[config.mk]
export PLATFORM = sky130hd
export DESIGN_NAME = modular_exponentiation_prime_field
export DESIGN_NICKNAME = d
export VERILOG_FILES = /design/src/hw/rtl/mepf_pkg.sv /design/src/hw/rtl/modular_exponentiation_prime_field.sv
export VERILOG_INCLUDE_DIRS = /design/src /design/src/hw/rtl
export SDC_FILE = /design/constraint.sdc
export NUM_CORES = 2
export LEC_CHECK = 0
export BUFFER_PORTS_ARGS = -buffer_cell sky130_fd_sc_hd__buf_2
export CORE_MARGIN = 4
export CORE_UTILIZATION = 51
export DETAILED_ROUTE_END_ITERATION = 10
export GPL_ROUTABILITY_DRIVEN = 0
export PLACE_DENSITY = 0.7
export SLEW_MARGIN = 20
export SYNTH_ARGS = -nofsm -noshare
export SYNTH_HDL_FRONTEND = slang
export SYNTH_SLANG_ARGS = --single-unit
[constraint.sdc]
create_clock -name clock -period 12.4 [get_ports clock]
set_input_delay 1.24 -clock clock [delete_from_list [all_inputs] [get_ports clock]]
set_output_delay 1.24 -clock clock [all_outputs]
set_load 0.02 [all_outputs]
[src/hw/rtl/modular_exponentiation_prime_field_assert.svh]
// ----------------------------------------------------------------------------
// Assertion macros for the prime field exponentiation block
// Shared property forms used at the end of the top level.
// ----------------------------------------------------------------------------
`ifndef MODULAR_EXPONENTIATION_PRIME_FIELD_ASSERT_SVH
`define MODULAR_EXPONENTIATION_PRIME_FIELD_ASSERT_SVH

// Same-cycle implication, checked outside reset
`define MEPF_ASSERT_NOW(label, clk, rst, ante, cons, msg) \
   label: assert property (@(posedge clk) disable iff (rst) (ante) |-> (cons)) \
      else $error(msg);

// Next-cycle implication, checked outside reset
`define MEPF_ASSERT_NEXT(label, clk, rst, ante, cons, msg) \
   label: assert property (@(posedge clk) disable iff (rst) (ante) |=> (cons)) \
      else $error(msg);

`endif

[src/hw/rtl/mepf_pkg.sv]
// ----------------------------------------------------------------------------
// mepf_pkg
// Constants and types for modular exponentiation over the field of order
// 2^64 - 2^32 + 1.
// ----------------------------------------------------------------------------
`timescale 1ns / 1ps

package mepf_pkg;

   localparam int WordWidth = 64;
   localparam int HalfWidth = 32;
   localparam int ProdWidth = 128;

   // Field prime and the low-half mask (2^64 mod P)
   localparam logic [WordWidth-1:0] FieldP = 64'hFFFF_FFFF_0000_0001;
   localparam logic [WordWidth-1:0] Lo32   = 64'h0000_0000_FFFF_FFFF;

   typedef logic [WordWidth-1:0] word_type;
   typedef logic [HalfWidth-1:0] half_type;
   typedef logic [ProdWidth-1:0] prod_type;

   // Sequencer states, one-hot
   typedef enum logic [6:0] {
      ST_IDLE = 7'b000_0001,
      ST_SCAN = 7'b000_0010,
      ST_MUL  = 7'b000_0100,
      ST_RED1 = 7'b000_1000,
      ST_RED2 = 7'b001_0000,
      ST_RED3 = 7'b010_0000,
      ST_DONE = 7'b100_0000
   } state_type;

endpackage

[src/hw/rtl/modular_exponentiation_prime_field.sv]
// ----------------------------------------------------------------------------
// modular_exponentiation_prime_field
// Computes base^exponent mod 2^64 - 2^32 + 1 by right-to-left
// square-and-multiply through one shared 32x32 multiplier.
// ----------------------------------------------------------------------------
// Usage:
//   A request (req_base, req_exponent) is taken when req_valid and req_ready
//   are both high. req_ready is high only while the block is idle. The base
//   is reduced modulo the prime as it is captured.
//   The result leaves on rsp_power with rsp_valid/rsp_ready. It is held in
//   its register until taken; a stalled receiver simply keeps the block busy
//   and no new request is taken meanwhile.
//   Each field multiply runs 4 partial products through the one 32x32
//   multiplier, then 3 reduction steps. The exponent is scanned from its
//   low end: each set bit costs a multiply into the accumulator and each
//   bit below the top set bit a square of the base; a zero exponent goes
//   straight to the result. A new request is taken only after the result
//   has been taken and the block has returned to idle.
//   Reset (synchronous, active high) returns the sequencer to idle and
//   drops any pending result.
// ----------------------------------------------------------------------------
`timescale 1ns / 1ps

`include "modular_exponentiation_prime_field_assert.svh"

module modular_exponentiation_prime_field (
   input  logic                 clock,
   input  logic                 reset,
   input  logic                 req_valid,
   output logic                 req_ready,
   input  mepf_pkg::word_type   req_base,
   input  mepf_pkg::word_type   req_exponent,
   output logic                 rsp_valid,
   input  logic                 rsp_ready,
   output mepf_pkg::word_type   rsp_power
);
   import mepf_pkg::*;

   state_type state_ff, state_in;
   word_type  base_ff, base_in;
   word_type  exp_ff, exp_in;
   word_type  acc_ff, acc_in;
   prod_type  prod_ff, prod_in;
   word_type  t0_ff, t0_in;
   word_type  t1_ff, t1_in;
   word_type  r_ff, r_in;
   logic [1:0] pp_cnt_ff, pp_cnt_in;
   logic      op_sq_ff, op_sq_in;

   half_type  a_half;
   half_type  b_half;
   word_type  pp;
   prod_type  pp_addend;
   word_type  hh_ext;
   word_type  hl_ext;
   word_type  lo_word;
   logic [WordWidth:0] sum_wide;
   word_type  reduced;
   word_type  req_base_red;

   assign req_ready = (state_ff == ST_IDLE);
   assign rsp_valid = (state_ff == ST_DONE);
   assign rsp_power = acc_ff;

   // Shared multiplier: pick the halves for this partial product
   always_comb begin
      if (op_sq_ff) begin
         a_half = pp_cnt_ff[0] ? base_ff[63:32] : base_ff[31:0];
      end else begin
         a_half = pp_cnt_ff[0] ? acc_ff[63:32] : acc_ff[31:0];
      end
      b_half = pp_cnt_ff[1] ? base_ff[63:32] : base_ff[31:0];
      pp = {32'd0, a_half} * {32'd0, b_half};
   end

   // Align the partial product by its half positions
   always_comb begin
      case (pp_cnt_ff)
         2'd0:    pp_addend = {64'd0, pp};
         2'd3:    pp_addend = {pp, 64'd0};
         default: pp_addend = {32'd0, pp, 32'd0};
      endcase
   end

   // Reduction pieces of the 128-bit product
   assign hh_ext   = {32'd0, prod_ff[127:96]};
   assign hl_ext   = {32'd0, prod_ff[95:64]};
   assign lo_word  = prod_ff[63:0];
   assign sum_wide = {1'b0, t0_ff} + {1'b0, t1_ff};
   assign reduced  = (r_ff >= FieldP) ? (r_ff - FieldP) : r_ff;
   assign req_base_red = (req_base >= FieldP) ? (req_base - FieldP) : req_base;

   // Sequencer
   always_comb begin
      state_in  = state_ff;
      base_in   = base_ff;
      exp_in    = exp_ff;
      acc_in    = acc_ff;
      prod_in   = prod_ff;
      t0_in     = t0_ff;
      t1_in     = t1_ff;
      r_in      = r_ff;
      pp_cnt_in = pp_cnt_ff;
      op_sq_in  = op_sq_ff;

      case (state_ff)
         ST_IDLE: begin
            // capture the request with the base already reduced
            if (req_valid) begin
               base_in  = req_base_red;
               exp_in   = req_exponent;
               acc_in   = 64'd1;
               state_in = ST_SCAN;
            end
         end
         ST_SCAN: begin
            // finish, or launch a multiply for a set bit, else a square
            if (exp_ff == 64'd0) begin
               state_in = ST_DONE;
            end else begin
               op_sq_in  = ~exp_ff[0];
               prod_in   = '0;
               pp_cnt_in = 2'd0;
               state_in  = ST_MUL;
            end
         end
         ST_MUL: begin
            // accumulate one partial product per cycle
            prod_in   = prod_ff + pp_addend;
            pp_cnt_in = pp_cnt_ff + 2'd1;
            if (pp_cnt_ff == 2'd3) begin
               state_in = ST_RED1;
            end
         end
         ST_RED1: begin
            // fold the top word: 2^96 = -1 and 2^64 = 2^32 - 1
            t0_in = lo_word - hh_ext;
            if (lo_word < hh_ext) begin
               t0_in = lo_word - hh_ext - Lo32;
            end
            t1_in    = {prod_ff[95:64], 32'd0} - hl_ext;
            state_in = ST_RED2;
         end
         ST_RED2: begin
            // add the folded parts and fix up the carry
            r_in     = sum_wide[63:0] + (sum_wide[WordWidth] ? Lo32 : 64'd0);
            state_in = ST_RED3;
         end
         ST_RED3: begin
            if (op_sq_ff) begin
               // square done: advance to the next exponent bit
               base_in  = reduced;
               exp_in   = {1'b0, exp_ff[63:1]};
               state_in = ST_SCAN;
            end else begin
               acc_in = reduced;
               if (exp_ff[63:1] == 63'd0) begin
                  // last bit: drop the trailing square
                  exp_in   = 64'd0;
                  state_in = ST_SCAN;
               end else begin
                  op_sq_in  = 1'b1;
                  prod_in   = '0;
                  pp_cnt_in = 2'd0;
                  state_in  = ST_MUL;
               end
            end
         end
         ST_DONE: begin
            // hold the result until it is taken
            if (rsp_ready) begin
               state_in = ST_IDLE;
            end
         end
         default: begin
            state_in = ST_IDLE;
         end
      endcase
   end

   // Control state
   always_ff @(posedge clock) begin
      if (reset) begin
         state_ff <= ST_IDLE;
      end else begin
         state_ff <= state_in;
      end
   end

   // Datapath registers
   always_ff @(posedge clock) begin
      base_ff   <= base_in;
      exp_ff    <= exp_in;
      acc_ff    <= acc_in;
      prod_ff   <= prod_in;
      t0_ff     <= t0_in;
      t1_ff     <= t1_in;
      r_ff      <= r_in;
      pp_cnt_ff <= pp_cnt_in;
      op_sq_ff  <= op_sq_in;
   end

   // Checks
   `MEPF_ASSERT_NOW(a_idle_or_done, clock, reset, rsp_valid, !req_ready,
      "result and request ready together")
   `MEPF_ASSERT_NOW(a_power_in_field, clock, reset, rsp_valid, rsp_power < FieldP,
      "result not reduced")
   `MEPF_ASSERT_NEXT(a_busy_after_accept, clock, reset, req_valid && req_ready,
      !req_ready && !rsp_valid, "not busy after accept")
   `MEPF_ASSERT_NEXT(a_red_follows_mul, clock, reset,
      (state_ff == ST_MUL) && (pp_cnt_ff == 2'd3), state_ff == ST_RED1,
      "reduction not started")

endmodule
==> flow_summary.toml <==
[status]
outcome = "completed"

[place]
post-place-ws_ps = -725
port_buffers = 197
placed_cells = 10210
placed_area_sq_um = 77500
place_hpwl_microns = 212000

[timing]
maxSlewViolCount = 0
worst_slack_ps = 188
hold_violations = 0
skew_ps = 69.7
fmax_mhz = 81.9
rsz0062_at_grt = "true"
worst_pin_slew_ps = 1180
slew_headroom_pct = 21.0
finalCriticalPeriod_ps = 12210
fin_crit_sh_pct = 98.5
finalSetupViolCount = 0

[cells_and_area]
multiInputGateArea_sq_um = 52800
register_area_sq_um = 15600
nFillCells = 12502
drive_above_1_share_pct = 9.64
final_nets = 9956
finalNonFillerCells = 10341
layout_common_cells = "1032 x nor2_1, 1000 x inv_1, 935 x nand2_1, 899 x fa_1, 528 x ha_1"
final_common_cell = "nor2_1"
finalCoreUtilization_pct = 56.4
design_area_sq_um = 80100
area_growth_pct = 9.65

[synth]
synth_largest_area_cell = "fa_1"
synth_edf_count = 515
ys.flop_type = "edfxtp_1"
synthAdderAreaFrac_pct = 33.8
ys_types = 99
synth-compound-area-share_pct = 12.4
yosys.area.top_type_share_pct = 24.7
synth_xor_area_share_pct = 5.44
synthesis.area_sq_um = 73100
synthMuxAreaShare_pct = 2.04
postSynthAreaPerCell_sq_um = 8.89
synth-seq-area-share_pct = 21.4
yosys_warnings = 0
synth_fp_nets = 9781
synthArstFlopShare_pct = 0
synth_top_family_by_area = "adder cells"
synthSimpleGateAreaFrac_pct = 17.9
synthTopCellsByArea = "fa_1 25%, edfxtp_1 21%, ha_1 9.1%, nor2_1 5.3%, inv_1 5.1%"
syn_inst = 8216
synth_seq_cells = 522

[drt]
dr_total_vias = 64499
postRouteAntennaNets = 0
wl_per_cell_microns = 25.0
first_iter_violations = 8409
drc = 0
wl_microns = 259000
viasPerCell = 6.24
detail_route.first_pass.iterations = 9

[setup_path]
cp-start-kind = "register"
path_max_fanout = 16
rr_startpoint = "op_sq_ff$_DFFE_PP_"
cpMaxStageDelayCell = "fa_1"
critPathKind = "register to register"
critPathMaxStageDelay_ps = 550
cp_common_cell = "fa_1"
crit_required_ps = 12810
crit_arrival_ps = 12620
critical_path.endpoint_type = "register"
crit_start = "op_sq_ff$_DFFE_PP_"

[floorplanning]
die_x_microns = 386
ioPinCount = 198
initial_core_util_pct = 51.5
fp.dieH_microns = 386
rows = 138
dieArea_sq_um = 149000
core_area_sq_um = 142000

[run]
drv_cap = 0

[clocking]
cts.clk_slew.worst_paths_ps = 70
cts.htree.levels = 2
hold_buffers = 0
cts-buffers-inserted = 58
clock_latency_ps = 720
cts_buffer_depth = 3
cts-root-buf = "clkbuf_16"
cts_tree = "done"
cts_sinks = 522

[global_route]
grt_start_max_net_pins = 134
grt_pass1_wl_microns = 387000
grt_usage_pct = 33.6
grt_pass1_vias = 63279
antenna_found_initial = 11
grt_overflow = 0

[hold_path]
hold_class = "register to register"
min_from = "exp_ff[5]$_DFFE_PP_"
## kinds of logic (layout without fill, tap and decap cells)
group / Yosys count / after routing
other cells: 0 / 10
compound gates: 1404 / 1404
fa+ha+maj: 1433 / 1433
mux: 139 / 139
simple gates: 2901 / 2901
flops: 522 / 522
buf+inv: 1367 / 1592
xor+xnor: 450 / 450
## critical path: cells and delay by family, from the launching register on
kind                       cells  cell delay, ps
xor gates and xnor gates       2             550
muxes                          1             350
AOI/OAI and AO/OA             13            3960
DFF                            1             400
and+or+nand+nor                8            1360
adders and majority gates     10            4190
buffers and inverters          9            1110
## per-stage QoR
step	TNS [ps]	hold slack, ps
after floorplan	0	525
after global placement	-2360	558
after detailed placement	-1900	567
after CTS	0	576
after global routing	-284	603
final	0	571
## metal layers
layer  global-route usage, %  routed length, microns  vias to the layer above
met5                       0                      25                        -
met4                    19.5                   20200                        4
met3                    10.3                   34200                      988
met2                    49.9                  108000                     4311
met1                    43.5                   95700                    31374
li1                        -                       -                    27822
## cell type report
cell class	instances	area share, %
Timing Repair Buffer	481	4.31
Antenna cell	10	0.0312
Sequential cell	522	19.5
Clock buffer	68	1.94
Tap cell	1890	2.95
Clock inverter	42	0.658
Inverter	1001	4.69
Multi-Input combinational cell	6327	65.9
## sequential cells by signal, summed over array words and instances, names as in the netlist, 7 cells and up
name / count
exp_ff: 64
base_ff: 64
prod_ff: 128
t1_ff: 64
state_ff: 7
r_ff: 64
t0_ff: 64
rsp_power: 64
## synthesized netlist by cell type, types with 16 or more instances
library cell and instances:
nor2_1 1033, nand4_1 113, o211ai_1 34, ha_1 533
and2_1 135, nand2_1 938, xnor2_1 268, mux2_2 70
a21o_1 218, a21boi_0 20, nor2b_1 47, nand2b_1 56
xor2_1 180, o21bai_1 63, edfxtp_1 515, nor4_1 71
a21oi_1 411, mux2i_1 68, or2_2 26, o21a_1 84
or3_1 40, or4_1 23, a22o_1 48, o31ai_1 26
fa_1 900, nand3_1 154, nor3_1 150, a211oi_1 32
o21ai_0 278, a211o_1 17, inv_1 1001, a31oi_1 30
and3_1 37, and4_1 16, buf_1 20, clkbuf_1 343
## worst paths after layout
path                                     to  cells past startpoint  slack [ps]
setup / recovery  prod_ff[66]$_SDFFCE_PN0P_                     43         190
hold / removal          exp_ff[4]$_DFFE_PP_                      2         570
setup reg to reg  prod_ff[66]$_SDFFCE_PN0P_                     43         190
hold reg to reg         exp_ff[4]$_DFFE_PP_                      2         570
## timing repair
action | CTS | global route
setup buffers | 0 | 7
pin swaps | 0 | 17
endpoints found under the setup margin | 11 | 57
gates cloned | 0 | 4
gates resized for setup | 9 | 80
Power is left out: the tool's default activity adds up to more than one toggle a clock period on the data nets, which glitch-free logic cannot reach.
